--- src/hdl/ismu_pkg.sv ---
// ----------------------------------------------------------------------------
// ismu_pkg
// Shared constants, types and command/status bundles for the Ising
// Metropolis site update block.
// ----------------------------------------------------------------------------
package ismu_pkg;

	// Lattice geometry: the side is a power of two so row and column are fields
	localparam int SIDE_LOG2 = 6;
	localparam int SIDE      = 1 << SIDE_LOG2;
	localparam int VOL       = SIDE * SIDE;
	localparam int ADDR_W    = 2 * SIDE_LOG2;

	// Field widths
	localparam int SITE_W   = 12;
	localparam int RAND_W   = 32;
	localparam int THRESH_W = 32;
	localparam int ENERGY_W = 15;
	localparam int SUM_W    = 14;
	localparam int MAG_W    = 13;
	localparam int H_W      = 4;  // neighbour sum, -4..4
	localparam int DE_W     = 5;  // energy change, -8..8

	// Reset values of the running totals (all spins up)
	localparam logic signed [ENERGY_W-1:0] ENERGY_RESET = ENERGY_W'(-2 * VOL);
	localparam logic signed [SUM_W-1:0]    SUM_RESET    = SUM_W'(VOL);

	// Item kinds
	localparam logic KIND_UPDATE = 1'b0;
	localparam logic KIND_SET    = 1'b1;

	// Configuration register indexes
	localparam logic CFG_THRESH_4 = 1'b0;
	localparam logic CFG_THRESH_8 = 1'b1;

	// Spin encoding in the store
	localparam logic SPIN_UP = 1'b1;

	// Read order of the five spins of one site
	typedef enum logic [2:0] {
		NB_CENTRE = 3'd0,
		NB_DOWN   = 3'd1,
		NB_UP     = 3'd2,
		NB_RIGHT  = 3'd3,
		NB_LEFT   = 3'd4
	} nb_sel_t;

	typedef struct packed {
		logic              load_item;
		logic              rd_en;
		nb_sel_t           rd_sel;
		logic              cap_en;
		nb_sel_t           cap_sel;
		logic              commit;
		logic              clr_en;
		logic [ADDR_W-1:0] clr_addr;
	} ismu_cmd_t;

	typedef struct packed {
		logic out_free;
	} ismu_status_t;

endpackage

--- src/hdl/ismu_ctrl.sv ---
// ----------------------------------------------------------------------------
// ismu_ctrl
// Sequencer: clearing pass, item intake, five spin reads, decision, commit.
// ----------------------------------------------------------------------------
module ismu_ctrl (
	input  logic                  clk,
	input  logic                  arst_n,
	input  logic                  in_valid,
	output logic                  in_stall,
	input  ismu_pkg::ismu_status_t status,
	output ismu_pkg::ismu_cmd_t    cmd
);
	import ismu_pkg::*;

	typedef enum logic [4:0] {
		ST_CLEAR  = 5'b00001,
		ST_IDLE   = 5'b00010,
		ST_FETCH  = 5'b00100,
		ST_DECIDE = 5'b01000,
		ST_COMMIT = 5'b10000
	} state_t;

	state_t            state_q, state_d;
	logic [ADDR_W-1:0] clr_cnt_q;
	nb_sel_t           rd_sel_q;
	logic              cap_en_q;
	nb_sel_t           cap_sel_q;
	logic              accept;

	assign accept   = in_valid && (state_q == ST_IDLE);
	assign in_stall = (state_q != ST_IDLE);

	always_comb begin
		state_d = state_q;
		case (state_q)
			ST_CLEAR: begin
				if (clr_cnt_q == ADDR_W'(VOL - 1)) state_d = ST_IDLE;
			end
			ST_IDLE: begin
				if (accept) state_d = ST_FETCH;
			end
			ST_FETCH: begin
				if (rd_sel_q == NB_LEFT) state_d = ST_DECIDE;
			end
			ST_DECIDE: begin
				state_d = ST_COMMIT;
			end
			ST_COMMIT: begin
				if (status.out_free) state_d = ST_IDLE;
			end
			default: begin
				state_d = ST_CLEAR;
			end
		endcase
	end

	always_ff @(posedge clk or negedge arst_n) begin
		if (!arst_n) begin
			state_q   <= ST_CLEAR;
			clr_cnt_q <= '0;
			rd_sel_q  <= NB_CENTRE;
			cap_en_q  <= 1'b0;
			cap_sel_q <= NB_CENTRE;
		end else begin
			state_q <= state_d;
			if (state_q == ST_CLEAR) begin
				clr_cnt_q <= clr_cnt_q + ADDR_W'(1);
			end
			if (accept) begin
				rd_sel_q <= NB_CENTRE;
			end else if (state_q == ST_FETCH) begin
				rd_sel_q <= nb_sel_t'(rd_sel_q + 3'd1);
			end
			// read data is registered: capture in the cycle after the read
			cap_en_q  <= (state_q == ST_FETCH);
			cap_sel_q <= rd_sel_q;
		end
	end

	always_comb begin
		cmd.load_item = accept;
		cmd.rd_en     = (state_q == ST_FETCH);
		cmd.rd_sel    = rd_sel_q;
		cmd.cap_en    = cap_en_q;
		cmd.cap_sel   = cap_sel_q;
		cmd.commit    = (state_q == ST_COMMIT) && status.out_free;
		cmd.clr_en    = (state_q == ST_CLEAR);
		cmd.clr_addr  = clr_cnt_q;
	end

endmodule

--- config.mk ---
export PLATFORM = sky130hd
export DESIGN_NAME = ismu_ctrl
export DESIGN_NICKNAME = d
export VERILOG_FILES = /design/src/hdl/ismu_pkg.sv /design/src/hdl/ismu_ctrl.sv
export SDC_FILE = /design/constraint.sdc
export NUM_CORES = 1
export LEC_CHECK = 0
export CORE_ASPECT_RATIO = 1.4
export CORE_MARGIN = 2
export CORE_UTILIZATION = 50
export DETAILED_ROUTE_END_ITERATION = 8
export DONT_BUFFER_PORTS = 1
export SYNTH_ARGS = -nofsm -noshare
export SYNTH_HDL_FRONTEND = slang
export SYNTH_SLANG_ARGS = --single-unit
--- constraint.sdc ---
create_clock -name clk -period 1.7 [get_ports clk]
set_input_delay 0.085 -clock clk [delete_from_list [all_inputs] [get_ports clk]]
set_output_delay 0.085 -clock clk [all_outputs]
set_load 0.01 [all_outputs]
---- Yosys cells after proc, flatten, opt, wreduce, memory -nomap -nowiden ----
Cells that the tools add are included.
W data, S select, Z words.
word-level totals
  logic and storage cells ................. 30
  output and inout port bits .............. 24
  register bits ........................... 24
  bits of input ports ..................... 4
operators by class
  equality and inequality tests ........... 12
  muxes and demuxes ....................... 7
  reduce and logical (&&, ||, !) cells .... 4
  $add $sub $neg .......................... 2
operators by type and width
  kind                     count
  $pmux W5 S5              1
  $mux W5                  4
  $add A12 B1 Y12 const B  1
  $eq A12 B12 Y1 const B   1
  $mux W3                  2
  $eq A5 B1 Y1 const B     1
  $eq A5 B2 Y1 const B     1
  $eq A5 B3 Y1 const B     1
  $eq A5 B4 Y1 const B     1
  $eq A5 B5 Y1 const B     1
  $ne A5 B2 Y1 const B     1
  $ne A2 B1 Y1 const B     2
  $ne A2 B2 Y1 const B     2
  $reduce_and A4 Y1        1
  $add A3 B1 Y3 const B    1
  $eq A3 B3 Y1 const B     1
  $logic_and A1 B1 Y1      2
  $reduce_bool A2 Y1       1

---- Depth between registers and ports, before layout ----
  word-level depth ........................ 4
  depth in mapped cells ................... 6
  gate-level depth less buffers ........... 5

---- Worst setup path before layout ----
OpenSTA, ideal clock, no wires.
  path type ............................... register -> register
  start point ............................. reg state_q[3]
  end point ............................... reg rd_sel_q[0]
  slack ................................... 0.325 ns
  setup time .............................. 0.129 ns
  arrival ................................. 1.246 ns
  buffers on the path ..................... 1
  clock period less this slack ............ 1.375 ns
  data required time ...................... 1.571 ns
  cell stages (with the launch flop) ...... 6
  cell sequence ........................... dfrtp_1 > nor4b_2 > and2_1 > buf_4 > xnor2_1 > nor2_1
RTL lines
  item                    RTL line         RTL
  start, declared         ismu_ctrl.sv:23  state_t state_q, state_d;
  start signal, assigned  ismu_ctrl.sv:65  state_q <= state_d;
  end signal, assigned    ismu_ctrl.sv:72  rd_sel_q <= nb_sel_t'(rd_sel_q + 3'd1);
  end, declared           ismu_ctrl.sv:25  nb_sel_t rd_sel_q;

---- Worst setup path in the final report ----
  start point ............................. reg state_q[4]
  end point ............................... out cmd[21] (netlist name)
between the ends
  cells in the longest elaborated chain, start to end .. 1
RTL lines
  item           RTL line         RTL
  $eq A5 B3 Y1   ismu_ctrl.sv:82  cmd.rd_en = (state_q == ST_FETCH);
  end, declared  ismu_ctrl.sv:11  output ismu_pkg::ismu_cmd_t cmd
No other way between the ends.

==> flow_metrics.tcl <==
set metrics [dict create \
    run_status "finished, final reports clean" \
    layout.filler_cells 185 \
    hold_class "input pin to flop" \
    aggregate_negative_setup_slack_ns 0 \
    synth_flop_cell "dfrtp_1" \
    wirelength_per_cell_um 15.1 \
    cts_h_tree_depth 1 \
    clock_tree.buffer_depth 2 \
    place.port_buffers 0 \
    skew_ns 0.00713 \
    critPathLaunch "state_q[4]$_DFFE_PN0P_" \
    crit_path_end_kind "output pin" \
    design.portCount 28 \
    finalMaxSlewViolations 0 \
    yosys_warnings 0 \
    r2r_start "state_q[0]$_DFFE_PN1P_" \
    grt-ovfl-total 0 \
    grt_usage 0.169 \
    final_critical_path_share_of_the_clock_period 0.961 \
    die_x_um 44.0 \
    drv_cap 0 \
    grt_pass1_vias 761 \
    worst_slew_pin_slew_ns 1.04 \
    ys_ff_latch 24 \
    fp.dieArea_um2 2640 \
    grt_first_pass_wirelength_um 3280 \
    cp_cell_sequence "nor4b_2 > and2_2 > buf_4" \
    min_from "in_valid" \
    nNetsFinal 121 \
    drt.antenna.violating_nets 0 \
    synthMostInstantiatedCell "dfrtp_1" \
    detail_route.wirelength_um 2040 \
    grt_antenna_before_repair 0 \
    rsz0062_at_grt "yes" \
    tmin_final_ns 1.63 \
    post_synthesis_cells 104 \
    p_comb_frac 0.193 \
    timing.setup.critical_path_class "flop to output pin" \
    irDropWorstVdd_mv 0.467 \
    tritoncts "built" \
    core_region_area_um2 2150 \
    place_congestion 0.825 \
    syn2layout_area_growth_pct 12.5 \
    dp.final_hpwl_um 1430 \
    routed-via-count 773 \
    sequentialPowerShare 0.596 \
    clock_sink_count 24 \
    async_reset_ff_frac 1.00 \
    cp_slowest_cell "dfrtp_1" \
    die_height_um 60.0 \
    layout-drive-gt1-share 0.212 \
    synth.net_count 111 \
    area_share_of_the_largest_cell_type_after_synthesis 0.514 \
    dpl.cell_count 127 \
    critical_path_required_ns 1.62 \
    synth_edf_count 0 \
    intPower_w 0.000931 \
    swShare 0.333 \
    placement_rows 20 \
    crit_arrival_ns 1.55 \
    report.final.hold_viol_count 0 \
    cts_made_buffers 3 \
    achievable-frequency_ghz 0.612 \
    ys_types 29 \
    synth_top_cells_by_area "dfrtp_1 51%, xor2_1 6.3%, xnor2_1 4.7%, ha_1 3.4%, nand2_1 3.0%" \
    timing.critical_path.slowest_cell_delay_ns 0.51 \
    path_max_fanout 7 \
    synth-seq-area-share 0.537 \
    grt_start_max_net_pins 25 \
    first_pass_drt_iterations 4 \
    synth.largest_area_cell "dfrtp_1" \
    insertedDiodeCount 0 \
    p_per_area_nw_per_um2 1110 \
    initialDrtViolationCount 11 \
    cts.reportedPaths.clkPinSlew_ns 0.13 \
    static_leakage_nw 0.613 \
    cts_root_buf "clkbuf_4" \
    power.net_switching_w 0.000465 \
    starting_utilization_of_the_core_area 0.520 \
    p_clk_frac 0.211 \
    post_synth_instance_area_um2 1120 \
    post-route-drc-count 0 \
    max-slew-margin-rel 0.302 \
    design_power_total_w 0.00140 \
    clkLatencyLatePin_ns 0.31 \
    synth.avg_cell_area_um2 10.8 \
    drt-vias-per-instance 5.73 \
    worst_setup_path_start_kind "flop" \
    final.hold.worst_slack_ns 0.0313 \
    synthTopCellsByCount "23 x dfrtp_1, 9 x nand2_1, 9 x nor2_1, 8 x xor2_1" \
    setup_violations 0 \
    non_filler_instance_count_after_layout 135 \
]
==> per-layer routing <==
| layer | track usage | part of all wire | wire length [µm] | vias to the layer above |
|---|---|---|---|---|
| met3 | 0.0302 | 0.041 | 83 | 2 |
| met4 | 0.0952 | 0.012 | 24 | 0 |
| met1 | 0.193 | 0.40 | 823 | 389 |
| met2 | 0.292 | 0.54 | 1110 | 18 |
| met5 | 0 | 0 | 0 | - |
| li1 | - | - | - | 364 |
==> worst max-delay path, delay by kind of cell, from the launching register on <==
kind / cells / cell delay, ns
DFF: 1 / 0.51
and+or+nand+nor: 2 / 0.59
buffers and inverters: 1 / 0.14
==> logic make-up (layout without fill, tap and decap cells) <==
| logic type | count (synthesis) | in the layout | share of synthesized area |
|---|---|---|---|
| buffers and inverters | 11 | 20 | 0.0480 |
| DFF | 24 | 24 | 0.537 |
| and+or+nand+nor | 44 | 44 | 0.231 |
| adders and majority gates | 3 | 3 | 0.0335 |
| xor gates and xnor gates | 14 | 14 | 0.109 |
| AOI/OAI and AO/OA | 8 | 8 | 0.0402 |
==> power groups by stage <==
| stage | combinational, W | sequential (W) | clock, W |
|---|---|---|---|
| 2_1_floorplan | 0.000187 | 0.000835 | 0 |
| 3_3_place_gp | 0.000250 | 0.000845 | 0 |
| 3_5_place_dp | 0.000258 | 0.000848 | 0 |
| 4_1_cts | 0.000276 | 0.000836 | 0.000309 |
| 5_1_grt | 0.000313 | 0.000852 | 0.000330 |
| 6_report | 0.000270 | 0.000833 | 0.000294 |
==> timing repair <==
action,in CTS,in global routing
setup buffers,0,1
setup endpoints to repair,2,5
resized for setup,4,4
hold buffers,3,0
endpoints found under the hold margin,26,0
==> sequential cells by signal, indices dropped and copies added (netlist names) <==
signal	cells
rd_sel_q	3
state_q	5
cap_en_q	1
cap_sel_q	3
clr_cnt_q	12
==> per-stage QoR <==
step | util | instance area, µm² | setup slack (ns)
floorplan | - | 1120 | 0.325
detailed placement | 0.538 | 1160 | 0.113
finish | 0.585 | 1260 | 0.0655
global route | 0.585 | 1260 | -0.0319
global placement | 0.538 | 1160 | 0.166
CTS | 0.575 | 1240 | 0.0308
==> area by class of cell <==
class,instances,area [µm²],area share
sequential,24,604,0.480
inverter,7,26.3,0.0209
tap,22,27.5,0.0218
timing repair buffer,9,75.1,0.0596
clock buffer,4,36.3,0.0288
multi-input combinational,69,490,0.389
==> final timing paths <==
path,endpoint,slack (ns),depth (start not counted)
setup / recovery,cmd[21],0.07,3
hold / removal,rd_sel_q[0]$_DFFE_PN0P_,0.03,3
setup reg to reg,state_q[1]$_DFFE_PN0P_,0.16,4
hold reg to reg,cap_sel_q[1]$_DFF_PN0_,0.51,0
max in group asynchronous,state_q[3]$_DFFE_PN0P_,0.60,1
min in group asynchronous,clr_cnt_q[3]$_DFFE_PN0P_,0.39,1
==> placed cells by master (no fill, tap or decap), types with 2 or more instances in the layout <==
master	instances
xor2_1	8
clkbuf_4	3
buf_4	6
dlygate4sd3_1	3
nand3_1	5
and3_1	2
nand4_1	2
dfrtp_2	2
o21ai_0	2
dfrtp_1	21
a21oi_1	4
ha_1	3
xnor2_1	6
nand2_1	9
nor4_2	3
inv_1	6
nor2_1	8
nor3_1	4
Note: power is estimated with default switching activity, not from simulation.
